`src/sv/ellipse_scanline_span_macros.svh`:
```
// Assertion helpers for the ellipse span block.
`ifndef ELLIPSE_SCANLINE_SPAN_MACROS_SVH
`define ELLIPSE_SCANLINE_SPAN_MACROS_SVH

`ifndef SYNTHESIS
// Same-cycle implication under reset gating.
`define ESS_ASSERT_NOW(lbl, clk, rstn, ante, cons, msg) \
    lbl: assert property (@(posedge clk) disable iff (!rstn) (ante) |-> (cons)) \
        else $error(msg);
// Next-cycle implication under reset gating.
`define ESS_ASSERT_NEXT(lbl, clk, rstn, ante, cons, msg) \
    lbl: assert property (@(posedge clk) disable iff (!rstn) (ante) |=> (cons)) \
        else $error(msg);
`else
`define ESS_ASSERT_NOW(lbl, clk, rstn, ante, cons, msg)
`define ESS_ASSERT_NEXT(lbl, clk, rstn, ante, cons, msg)
`endif

`endif

```
`src/sv/esspan_pkg.sv`:
```
`timescale 1ns / 1ps
`default_nettype none

package esspan_pkg;

    localparam int COORD_BITS = 16;
    localparam int DIM_BITS   = 15;
    localparam int HALF_BITS  = DIM_BITS - 1;
    localparam int SQ_BITS    = 2 * HALF_BITS;
    localparam int REM_BITS   = SQ_BITS + 1;
    localparam int DIV_STEPS  = 31;
    localparam int Q_BITS     = DIV_STEPS;
    localparam int SQRT_STEPS = 16;
    localparam int RES_BITS   = 32;
    localparam int ROOT_BITS  = 16;
    localparam int OUT_SHIFT  = 15;
    localparam int PROD_BITS  = HALF_BITS + ROOT_BITS;

    // One input transfer
    typedef struct packed {
        logic signed [COORD_BITS-1:0] box_left;
        logic signed [COORD_BITS-1:0] box_top;
        logic        [DIM_BITS-1:0]   box_width;
        logic        [DIM_BITS-1:0]   box_height;
        logic        [DIM_BITS-1:0]   row_index;
    } t_in;

    // One result transfer
    typedef struct packed {
        logic signed [COORD_BITS-1:0] scan_y;
        logic                         row_empty;
        logic signed [COORD_BITS-1:0] span_left;
        logic signed [COORD_BITS-1:0] span_right;
    } t_out;

    // Values carried alongside the arithmetic pipeline
    typedef struct packed {
        logic [COORD_BITS-1:0] scan_y;
        logic [COORD_BITS-1:0] cx;
        logic [HALF_BITS-1:0]  a;
        logic                  empty;
    } t_side;

endpackage

`default_nettype wire

```
`src/sv/esspan_sqrt.sv`:
```
`timescale 1ns / 1ps
`default_nettype none

// Pipelined floor square root, one result bit per stage.
module esspan_sqrt (
    input  wire logic                             i_clk,
    input  wire logic                             i_rst_n,
    input  wire logic                             i_adv,
    input  wire logic                             i_valid,
    input  wire esspan_pkg::t_side                i_side,
    input  wire logic [esspan_pkg::Q_BITS-1:0]    i_q,
    output logic                                  o_valid,
    output esspan_pkg::t_side                     o_side,
    output logic [esspan_pkg::ROOT_BITS-1:0]      o_root
);

    localparam int N  = esspan_pkg::SQRT_STEPS;
    localparam int QB = esspan_pkg::Q_BITS;
    localparam int RB = esspan_pkg::RES_BITS;

    logic                r_vld  [0:N-1];
    esspan_pkg::t_side   r_side [0:N-1];
    logic [QB-1:0]       r_v    [0:N-1];
    logic [RB-1:0]       r_res  [0:N-1];

    for (genvar k = 0; k < N; k++) begin : g_stage
        localparam logic [RB-1:0] BIT = RB'(1) << (2 * (N - 1 - k));
        logic              c_vld;
        esspan_pkg::t_side c_side;
        logic [QB-1:0]     c_v;
        logic [RB-1:0]     c_res;
        logic [RB-1:0]     sum;
        logic              ge;

        if (k == 0) begin : g_first
            assign c_vld  = i_valid;
            assign c_side = i_side;
            assign c_v    = i_q;
            assign c_res  = '0;
        end else begin : g_next
            assign c_vld  = r_vld[k-1];
            assign c_side = r_side[k-1];
            assign c_v    = r_v[k-1];
            assign c_res  = r_res[k-1];
        end

        // Trial subtract of res + bit
        assign sum = c_res + BIT;
        assign ge  = {{(RB-QB){1'b0}}, c_v} >= sum;

        always_ff @(posedge i_clk) begin
            if (!i_rst_n) begin
                r_vld[k] <= 1'b0;
            end else if (i_adv) begin
                r_vld[k] <= c_vld;
            end
        end

        always_ff @(posedge i_clk) begin
            if (i_adv) begin
                r_side[k] <= c_side;
                r_v[k]    <= ge ? (c_v - sum[QB-1:0]) : c_v;
                r_res[k]  <= ge ? ((c_res >> 1) + BIT) : (c_res >> 1);
            end
        end
    end

    assign o_valid = r_vld[N-1];
    assign o_side  = r_side[N-1];
    assign o_root  = r_res[N-1][esspan_pkg::ROOT_BITS-1:0];

endmodule

`default_nettype wire

```
`config.mk`:
```
export PLATFORM = sky130hd
export DESIGN_NAME = esspan_sqrt
export DESIGN_NICKNAME = d
export VERILOG_FILES = /design/src/sv/ellipse_scanline_span_macros.svh /design/src/sv/esspan_pkg.sv /design/src/sv/esspan_sqrt.sv
export SDC_FILE = /design/constraint.sdc
export NUM_CORES = 1
export LEC_CHECK = 0
export BUFFER_PORTS_ARGS = -buffer_cell sky130_fd_sc_hd__buf_2
export CAP_MARGIN = 10
export CORE_MARGIN = 2
export CORE_UTILIZATION = 40
export DETAILED_ROUTE_END_ITERATION = 10
export PLACE_DENSITY_LB_ADDON = 0.05
export SETUP_SLACK_MARGIN = 0.5
export SYNTH_ARGS = -nofsm -noshare
export SYNTH_HDL_FRONTEND = slang
export SYNTH_SLANG_ARGS = --single-unit
```
`constraint.sdc`:
```
create_clock -name i_clk -period 2.7 [get_ports i_clk]
set_input_delay 0.135 -clock i_clk [delete_from_list [all_inputs] [get_ports i_clk]]
set_output_delay 0.135 -clock i_clk [all_outputs]
set_load 0.02 [all_outputs]
```
==> key figures, run 1 <==
Run status
  • Status: complete, but fails checks
  • Failing checks: negative setup slack

Routing
  • Final wirelength: roughly 94,000 um
  • Average routed wire per standard cell: approximately 17 um
  • TritonRoute pass-1 iters: 5
  • Via density: 4.84
  • Antenna-violating nets left: 0
  • DR vias: 26,663
  • DRT iter0 DRCs: 1,685
  • DRC viols: 0

Cells and area
  • Layout cells sized above 1: 0.343
  • Final net count: 3,955
  • Design area: ~0.068 sq mm
  • Filler cell count: ~10,000
  • Area delta synth->final: 31.1%

Timing
  • Slack of the critical path: -0.121 ns
  • Fin. Hold Viols: 0
  • Max Freq: ~0.35 GHz
  • Unrepaired setup endpoints after global routing: yes
  • Post-route minimum period: between 2 and 3 ns
  • Slew Limit Fails: 0
  • Worst-Margin Slew: 0.722 ns
  • Setup Viol. Count Final: 18
  • Relative slew slack: 0.519
  • Clock Skew: roughly 0.024 ns
  • Fin crit share: 1.04

Die
  • Die width: 363 um
  • # IOs: roughly 150
  • Initial Util: 0.403
  • Die area: roughly 0.13 sq mm
  • Row Count: approximately 130
  • Area of the core: 0.128 sq mm
  • Die Span Y: ~360 um

Worst setup path
  • Slowest stage delay, CP: about 0.54 ns
  • Slowest cell on the critical path: or4_4
  • Worst-path cell chain: or4_4 -> or4_4 -> o31a_1 -> and2_4 -> a211oi_4 -> nor4b_4 -> xor2_1
  • Critical Path Most Common Cell: or4_4
  • Crit start category: flip-flop
  • CP max FO: 6
  • Critical path class: flip-flop to flip-flop
  • Setup crit end kind: flip-flop
  • Req. time, crit path: ~3.2 ns
  • Crit path DAT: ~3.3 ns

Synthesis
  • Cells after Synth: between 2,000 and 3,000
  • Main synth FF type: edfxtp_1
  • Ys async rst share: 0
  • Flops & latches, synth: between 1,000 and 1,500
  • Number of synthesized flops with an enable pin: between 1,000 and 1,500
  • Synthesized area: between 0.05 and 0.06 sq mm
  • Post-synthesis sequential area ratio: 0.798
  • Syn nets: around 3,200
  • Synthesis Warnings: 0
  • Number of distinct library cells after synthesis: between 70 and 80
  • Mean Syn Cell Area: 17.4 sq um

Clock tree
  • CTS tree: yes
  • # clock sinks: about 1,400
  • Num CTS Buffers: 149
  • Clock Tree Buf Depth: 3
  • Worst-path clk slew: approximately 0.060 ns
  • Clk Latency, worst-skew pair: 0.76 ns
  • CTS Root Cell: clkbuf_16
  • H-tree depth: 4

Power and ir drop
  • Power per cell area: between 800 and 900 mW/mm^2
  • Leakage dissipation: between 20 and 25 nW
  • Switch Pwr: about 13 mW
  • Seq pwr share: 0.492
  • Total power: around 55 mW
  • Maximum vdd drop: roughly 0.55 mV
  • Clock power frac: 0.353
  • Sw frac: 0.246
  • Combinational power share: 0.155
  • Internal power: approximately 41 mW

Global routing
  • GRT Total Usage: 0.141
  • Largest net degree at the start of global routing: roughly 130
  • Initial antenna violation count: 0
  • First-pass GRT wire length: between 100,000 and 150,000 um
  • GRT overflow: 0
  • Vias in the first global route: roughly 28,000

Flow run
  • MaxCap Viol Count: 0

Hold path
  • Min-Delay Path Class: input port to flip-flop

Place
  • HPWL Detailed: about 58,000 um
  • Pre-CTS setup slack: -0.237 ns
  • Area post-placement: 0.0567 sq mm
  • Routability cong.: roughly 0.95
  • PortBufs: between 100 and 150
==> cell usage in the layout, fill, tap and decap left out, types with 28 or more instances in the layout <==
cell type,n
edfxtp_1,1368
buf_4,301
clkbuf_16,152
inv_1,146
buf_2,144
xnor2_1,82
dlygate4sd3_1,82
nor2_1,80
nand2_1,78
xor2_1,77
buf_6,73
a21oi_1,72
ha_1,71
ha_4,65
a21oi_2,50
o21ai_2,42
nor2_4,41
o21ai_0,37
nor4_1,37
clkinv_1,36
nor3_1,34
o21a_1,34
a21o_1,32
clkbuf_1,32
buf_12,28
==> stage by stage <==
step                       util  setup TNS [ns]  cells  hold WS [ns]
after floorplan               -               0   2959         0.234
after global routing      0.529           -2.55   5506        0.0234
after global placement    0.444           -2.25   4937         0.311
after detailed placement  0.444           -4.21   4937         0.313
after CTS                 0.512           -1.02   5415      0.000564
final                     0.529          -0.789   5507        0.0808
==> cells in the mapped netlist (5+ instances only) <==
cell | n | area [sq um]
o31ai_1 | 8 | 60.1
o31a_1 | 8 | 70.1
nand4b_1 | 5 | 43.8
nand2_1 | 113 | 424
o21bai_1 | 8 | 60.1
mux2_2 | 31 | 349
or3_1 | 21 | 131
nor2_1 | 142 | 533
nor3_1 | 54 | 270
nand2b_1 | 28 | 175
o21ai_0 | 99 | 495
xnor2_1 | 101 | 885
nor4_1 | 57 | 357
nor2b_1 | 26 | 163
edfxtp_1 | 1368 | 41100
a21boi_0 | 6 | 45.0
a2111oi_0 | 7 | 61.3
a211oi_1 | 19 | 143
nor4bb_1 | 5 | 50.1
o22ai_1 | 5 | 31.3
ha_1 | 148 | 1850
a21o_1 | 32 | 240
clkbuf_1 | 25 | 93.8
inv_1 | 175 | 657
or2_2 | 11 | 68.8
xor2_1 | 80 | 701
or4_1 | 13 | 97.6
and3_1 | 19 | 119
nor4b_1 | 14 | 123
buf_2 | 7 | 35.0
and4b_1 | 5 | 50.1
nand3_1 | 35 | 175
a21oi_1 | 131 | 656
nand4_1 | 22 | 138
nand3b_1 | 9 | 67.6
o21a_1 | 37 | 278
o211ai_1 | 15 | 113
a31oi_1 | 10 | 62.6
mux2i_1 | 6 | 60.1
==> power groups by stage <==
stage          logic [mW]  clock network [mW]  registers (mW)
6_report             8.53                19.4            27.0
5_1_grt              9.26                21.0            27.2
4_1_cts              7.38                20.1            26.9
3_5_place_dp         6.14                   0            27.3
3_3_place_gp         6.02                   0            27.2
2_1_floorplan        3.96                   0            27.0
==> cell families after synthesis <==
family	Yosys count	share of synthesized area
muxes	37	0.00794
and+or+nand+nor	596	0.0610
other	1	0.0000728
xor gates and xnor gates	181	0.0308
buffers and inverters	210	0.0155
adders and majority gates	149	0.0363
DFF	1369	0.798
AOI/OAI and AO/OA	416	0.0505
==> flip-flops by register name, indices dropped and copies added (netlist names) <==
signal / flops
r_side: 752
r_v: 465
r_vld: 16
r_res: 136
==> repair_timing <==
action                                  CTS  global route
hold buffers                             82             0
endpoints found under the hold margin   139             0
buffers inserted                        114            89
pin swaps                               115           143
cloned                                   11             2
endpoints found under the setup margin  231           234
gates resized for setup                 420           326
==> metal layers <==
layer / part of all wire / vias to the layer above / global-route usage / wire (um)
li1: - / 12927 / - / -
met2: 0.52 / 427 / 0.251 / 49000
met1: 0.41 / 13107 / 0.163 / 38000
met4: 0.036 / 0 / 0.0619 / 3390
met5: 0 / - / 0 / 0
met3: 0.035 / 202 / 0.0290 / 3300
==> cell type report <==
type	count	area (sq um)	area share
Multi-Input combinational cell	1382	13400	0.198
Timing Repair Buffer	647	5580	0.0827
Clock buffer	184	3920	0.0581
Sequential cell	1369	41100	0.609
Inverter	175	669	0.00992
Tap cell	1662	2080	0.0308
Clock inverter	87	787	0.0117
Antenna cell	1	2.50	0.0000371
==> path summary, 6_finish.rpt <==
path                                                from  slack (ns)                        to  cells after the start
worst max-delay path               r_v[1][178]$_DFFE_PP_       -0.12     r_v[1][213]$_DFFE_PP_                      7
worst max register to register     r_v[1][178]$_DFFE_PP_       -0.12     r_v[1][213]$_DFFE_PP_                      7
worst min register to register  r_side[11][22]$_DFFE_PP_        0.40  r_side[12][22]$_DFFE_PP_                      0
worst min-delay path                             i_q[28]        0.08      r_v[0][28]$_DFFE_PP_                      2
==> critical path, delay by kind of cell, from the launching register on <==
kind            cells  cell delay (ns)
flops               1             0.41
simple gates        4             1.46
xor+xnor            1             0.09
compound gates      2             0.60
Power figures use the tool's default switching activity.
==> run 2, diff against run 1 <==
- RECOVER_POWER: unset -> 100
- clock period: 2.7 -> 3.5 ns (I/O delays scaled with it)
==> run 2 against run 1 <==
Net effect:
- the flow finishes with violations (max-capacitance violations, max-slew violations)
- count of clock-buffer cells in the layout is 8 lower
- routed wire length down 5.8%
- die area unchanged
- non-clock buffer count fell by 358
- maximum frequency is 10% lower
- sequential cell count is the same
- sequential power down 23%
- critical path type unchanged
==> key figures, run 2 (synthesis results as in run 1) <==
Run status
  • Status: complete, but fails checks
  • Failing checks: max-capacitance violations, max-slew violations

Timing
  • Fin crit share: 0.900 (-0.144)
  • Slack of the critical path: 0.349 ns (+0.470 ns)
  • Post-route minimum period: 3.15 ns (+0.330 ns)
  • Slew Limit Fails: 99 (+99)
  • Worst-Margin Slew: 1.63 ns (+0.911 ns)
  • Hold WS: 0.128 ns (+0.0476 ns)
  • Clock Skew: 0.0174 ns (-0.00706 ns)
  • Max Freq: 0.317 GHz (-10%)
  • Setup Viol. Count Final: 0 (-18)
  • Relative slew slack: -0.0880 (-0.607)
  • Unrepaired setup endpoints after global routing: yes
  • Fin. Hold Viols: 0 (unchanged)

Global routing
  • Initial antenna violation count: 0 (unchanged)
  • Vias in the first global route: 26,432 (-5.2%)
  • First-pass GRT wire length: 141,000 um (-4.3%)
  • Largest net degree at the start of global routing: 100 (-22%)
  • GRT Total Usage: 0.136 (-0.00482)
  • GRT overflow: 0 (unchanged)

Routing
  • Antenna-violating nets left: 0 (unchanged)
  • TritonRoute pass-1 iters: 5 (unchanged)
  • DRC viols: 0 (unchanged)
  • Final wirelength: 88,200 um (-5.8%)
  • DRT iter0 DRCs: 1,439 (-15%)
  • DR vias: 25,237 (-5.3%)
  • Via density: 4.91 (+1.4%)
  • Average routed wire per standard cell: 17.2 um (+0.98%)

Power and ir drop
  • Maximum vdd drop: 0.468 mV (-15%)
  • Power per cell area: 657 mW/mm^2 (-19%)
  • Total power: 39.4 mW (-28%)
  • Leakage dissipation: 21.4 nW (-13%)

Place
  • Routability cong.: 0.878 (-7.2%)
  • PortBufs: 145 (unchanged)
  • HPWL Detailed: 57,800 um (about the same)
  • Pre-CTS setup slack: -0.0747 ns (+0.163 ns)
  • Placed Instances: 4,787 (-3.0%)

Worst setup path
  • Setup crit end kind: flip-flop
  • CP max FO: 8 (+2)
  • Crit start category: flip-flop
  • Req. time, crit path: 4.00 ns (+0.82 ns)
  • Crit path DAT: 3.65 ns (+0.35 ns)
  • Critical path class: flip-flop to flip-flop

Cells and area
  • Reg with most FFs: r_side
  • Area delta synth->final: 16.4%
  • Fin util: 0.470 (-0.0590)
  • Most frequent cells in the layout: edfxtp_1 (1,368), inv_1 (175), clkbuf_16 (151), ha_1 (143), nor2_1 (142)
  • Final net count: 3,595 (-9.1%)
  • Reg area: 0.0411 sq mm (unchanged)
  • Antenna diode count: 0 (-1)
  • Area of the multi-input gates: 0.00976 sq mm (-27%)
  • Top flop regs: r_side (752), r_v (465), r_res (136)
  • Max FFs per register: 752 (unchanged)
  • Layout cells sized above 1: 0.110 (-0.233)
  • Non-Filler Instances: 5,140 (-6.7%)
  • Filler cell count: 10,855 (+6.5%)
  • Commonest non-fill, non-tap cell in the layout: edfxtp_1

Die
  • Initial Util: 0.403 (unchanged)
  • Die area: 0.132 sq mm (unchanged)
  • Row Count: 131 (unchanged)
  • Area of the core: 0.128 sq mm (unchanged)
  • # IOs: 146 (unchanged)
  • Die Span Y: 363 um (unchanged)
  • Die width: 363 um (unchanged)

Clock tree
  • Worst-path clk slew: 0.06 ns (about the same)
  • H-tree depth: 4 (unchanged)
  • Clock Tree Buf Depth: 3 (unchanged)
  • Clk Latency, worst-skew pair: 0.75 ns (about the same)
  • Num CTS Buffers: 149 (unchanged)
  • CTS Root Cell: clkbuf_16
  • CTS tree: yes
  • # clock sinks: 1,369 (unchanged)

Hold path
  • Min-Delay Path Class: input port to flip-flop

Flow run
  • MaxCap Viol Count: 1 (+1)
run 2: power by group:
| part | total, mW | switching, mW | internal, mW | leakage (nW) |
|---|---|---|---|---|
| combinational | 4.08 | 2.34 | 1.74 | 5.91 |
| clock | 14.5 | 6.13 | 8.42 | 2.23 |
| sequential | 20.8 | 0.858 | 19.9 | 13.3 |
run 2: final cells by class:
class                      count  area share
timing repair buffer         289      0.0306
sequential                  1369       0.685
tap                         1662      0.0347
clock buffer                 176      0.0646
clock inverter                89      0.0113
multi-input combinational   1380       0.163
inverter                     175      0.0110
run 2: layer usage:
| metal | vias to the layer above | part of all wire | GRT usage |
|---|---|---|---|
| met2 | 516 | 0.50 | 0.236 |
| met3 | 242 | 0.042 | 0.0320 |
| met1 | 12293 | 0.41 | 0.158 |
| met4 | 0 | 0.043 | 0.0676 |
| met5 | - | 0 | 0 |
| li1 | 12186 | - | - |
run 2: through the flow:
stage,area (sq um),TNS (ns)
3_3_place_gp,54800,0
2_1_floorplan,51500,0
6_report,60000,0
4_1_cts,60200,0
5_1_grt,60000,0
3_5_place_dp,54800,-0.101
run 2: path summary, 6_finish.rpt:
| path | endpoint | depth (start not counted) | from | slack, ns |
|---|---|---|---|---|
| hold / removal | r_side[0][46]$_DFFE_PP_ | 2 | i_side[46] | 0.13 |
| hold reg to reg | r_side[6][44]$_DFFE_PP_ | 0 | r_side[5][44]$_DFFE_PP_ | 0.40 |
| setup / recovery | r_v[1][209]$_DFFE_PP_ | 9 | r_res[6][47]$_DFFE_PP_ | 0.35 |
| setup reg to reg | r_v[1][209]$_DFFE_PP_ | 9 | r_res[6][47]$_DFFE_PP_ | 0.35 |
run 2: timing repair:
action | 4_1_cts | 5_1_grt
hold buffers | 82 | 0
buffers inserted | 1 | 4
endpoints found under the setup margin | 53 | 66
resized for setup | 10 | 35
hold endpoints to repair | 149 | 0
pin swaps | 2 | 3
gates cloned | 0 | 1
run 2: worst max-delay path, cell delays in order (launching register included):
cell and delay (ns):
edfxtp_1 0.40, inv_1 0.06, ha_1 0.37, a21o_1 0.25, o21bai_1 0.18, or2_2 0.32
o21bai_1 0.54, a21boi_0 0.33, and4bb_2 0.32, xor2_1 0.14
==> run 3, diff against run 2 <==
==> constraint.sdc (replaced) <==
create_clock -name i_clk -period 3.5 [get_ports i_clk]
set_input_delay 0.35 -clock i_clk [delete_from_list [all_inputs] [get_ports i_clk]]
set_output_delay 0.35 -clock i_clk [all_outputs]
set_load 0.02 [all_outputs]
==> run 3 against run 2 <==
Net effect:
- the flow still finishes with violations (max-capacitance violations, max-slew violations)
- clock skew rose by 0.0042 ns
- routed wire length fell by 0.33%
- worst setup slack got worse by 0.057 ns
- first-iteration DRC count rose by 8.5%
- critical path depth fell by 2
- non-clock buffer count fell by 13
- hold slack improved by 0.17 ns
- die area did not move
- count of clock-buffer cells in the layout fell by 2
- via count fell by 0.54%
- sequential cell count did not move
==> key figures, run 3 (synthesis results as in run 1) <==
Run status
  • Status: complete, but fails checks
  • Failing checks: max-capacitance violations, max-slew violations

Routing
  • DRT iter0 DRCs: 1,561 (+8.5%)
  • Average routed wire per standard cell: 17.1 um (-0.19%)
  • DRC viols: 0 (unchanged)
  • Final wirelength: 87,900 um (-0.33%)
  • DR vias: 25,101 (-0.54%)
  • Via density: 4.89 (-0.40%)
  • TritonRoute pass-1 iters: 7 (+2)
  • Antenna-violating nets left: 0 (unchanged)

Die
  • Initial Util: 0.403 (unchanged)
  • Die width: 363 um (unchanged)
  • # IOs: 146 (unchanged)
  • Die Span Y: 363 um (unchanged)
  • Row Count: 131 (unchanged)
  • Area of the core: 0.128 sq mm (unchanged)
  • Die area: 0.132 sq mm (unchanged)

Worst setup path
  • Setup crit end kind: flip-flop
  • Req. time, crit path: 3.99 ns (about the same)
  • Crit start category: flip-flop
  • Crit path DAT: 3.70 ns (+0.05 ns)
  • Critical path class: flip-flop to flip-flop
  • CP max FO: 11 (+3)

Place
  • HPWL Detailed: 57,500 um (-0.53%)
  • Routability cong.: 0.872 (-0.72%)
  • PortBufs: 145 (unchanged)

Global routing
  • Largest net degree at the start of global routing: 130 (+30%)
  • GRT Total Usage: 0.135 (-0.00144)
  • GRT overflow: 0 (unchanged)
  • First-pass GRT wire length: 139,000 um (-1.2%)
  • Initial antenna violation count: 0 (unchanged)
  • Vias in the first global route: 26,095 (-1.3%)

Cells and area
  • Final net count: 3,582 (-0.36%)
  • Area delta synth->final: 17.0%
  • Antenna diode count: 0 (unchanged)
  • Area of the multi-input gates: 0.00980 sq mm (+0.37%)
  • Layout cells sized above 1: 0.114 (+0.00397)
  • Most frequent cells in the layout: edfxtp_1 (1,368), inv_1 (175), clkbuf_16 (149), ha_1 (142), nor2_1 (140)
  • Filler cell count: 10,824 (-0.29%)
  • Max FFs per register: 752 (unchanged)
  • Reg area: 0.0411 sq mm (unchanged)
  • Commonest non-fill, non-tap cell in the layout: edfxtp_1
  • Top flop regs: r_side (752), r_v (465), r_res (136)
  • Reg with most FFs: r_side
  • Fin util: 0.472 (+0.00224)

Timing
  • Clock Skew: 0.0216 ns (+0.00424 ns)
  • Fin. Hold Viols: 0 (unchanged)
  • Setup Viol. Count Final: 0 (unchanged)
  • Final TNS setup: 0 ns (unchanged)
  • Relative slew slack: -0.940 (-0.852)
  • Slew Limit Fails: 65 (-34%)
  • Max Freq: 0.312 GHz (-1.8%)
  • Post-route minimum period: 3.21 ns (+0.0568 ns)
  • Unrepaired setup endpoints after global routing: yes
  • Fin crit share: 0.917 (+0.0162)
  • Worst-Margin Slew: 2.91 ns (+1.28 ns)

Clock tree
  • # clock sinks: 1,369 (unchanged)
  • Clk Latency, worst-skew pair: 0.76 ns (about the same)
  • CTS tree: yes
  • Worst-path clk slew: 0.06 ns (about the same)
  • H-tree depth: 4 (unchanged)
  • CTS Root Cell: clkbuf_16
  • Num CTS Buffers: 149 (unchanged)
  • Clock Tree Buf Depth: 3 (unchanged)

Power and ir drop
  • Combinational power share: 0.103 (about the same)
  • Leakage dissipation: 21.5 nW (+0.49%)
  • Switch Pwr: 9.40 mW (+0.73%)
  • Maximum vdd drop: 0.464 mV (-0.91%)
  • Sw frac: 0.236 (-0.000978)
  • Total power: 39.9 mW (+1.1%)
  • Seq pwr share: 0.521 (-0.006)
  • Internal power: 30.5 mW (+1.3%)
  • Power per cell area: 662 mW/mm^2 (+0.67%)
  • Clock power frac: 0.376 (+0.007)

Hold path
  • Min-Delay Path Class: input port to flip-flop

Flow run
  • MaxCap Viol Count: 1 (unchanged)
==> run 3: cell types whose count changed in the layout (fill, tap and decap cells not counted), moves of 4 or more <==
| cell | previous run | this run |
|---|---|---|
| buf_12 | 2 | 14 |
| clkbuf_4 | 9 | 0 |
| clkbuf_1 | 118 | 110 |
| bufinv_16 | 7 | 13 |
| buf_2 | 76 | 72 |
| buf_4 | 15 | 11 |
| clkinv_1 | 38 | 34 |
==> run 3: final timing paths <==
path,startpoint,endpoint,slack (ns),depth (start not counted)
max,r_v[1][104]$_DFFE_PP_,r_v[1][134]$_DFFE_PP_,0.29,7
min,i_q[4],r_v[0][4]$_DFFE_PP_,0.30,2
max reg2reg,r_v[1][104]$_DFFE_PP_,r_v[1][134]$_DFFE_PP_,0.29,7
min reg2reg,r_side[7][45]$_DFFE_PP_,r_side[8][45]$_DFFE_PP_,0.40,0
==> run 3: repair_timing <==
action | in CTS | in global routing
buffers inserted | 1 | 2
endpoints found under the hold margin | 80 | 0
setup endpoints to repair | 77 | 59
resized for setup | 15 | 43
hold buffers | 80 | 0
pin swaps | 1 | 4
cloned | 0 | 1
==> run 3: critical path: stages (launching register included) <==
cell and delay [ns]:
edfxtp_1 0.39, ha_1 0.50, nand4_1 0.27, or4_1 0.67, o21a_1 0.20, o21ai_4 0.20, clkbuf_2 0.35, mux2_2 0.38
==> run 3: power groups by stage <==
stage	Clock (mW)	Combinational (mW)	Sequential, mW
detailed placement	0	4.05	21.1
floorplan	0	2.73	20.8
finish	15.0	4.13	20.8
global route	16.2	4.63	20.9
global placement	0	3.99	21.1
CTS	15.6	4.17	20.8
==> run 3: stage by stage <==
stage	setup slack (ns)	hold slack, ns	cells	instance area [sq um]
after global placement	-0.0403	0.400	4778	54700
after global routing	0.229	0.254	5133	60300
after floorplan	0.712	0.400	2959	51500
after CTS	0.506	0.0247	5130	60300
final	0.292	0.303	5133	60300
after detailed placement	-0.0687	0.405	4778	54700
==> run 3: area by class of cell <==
| class | count | share of cell area |
|---|---|---|
| flip-flops and latches | 1369 | 0.682 |
| clock buffers | 174 | 0.0634 |
| repair buffers | 276 | 0.0320 |
| inverters | 175 | 0.0109 |
| multi-input cells | 1380 | 0.163 |
| clock inverters | 97 | 0.0147 |
| well taps | 1662 | 0.0345 |
==> run 3: per-layer routing <==
metal / vias up / routed length [um] / global-route usage
met1: 12216 / 36400 / 0.157
met3: 211 / 3580 / 0.0309
met5: - / 0 / 0
li1: 12183 / - / -
met2: 491 / 44700 / 0.236
met4: 0 / 3280 / 0.0609
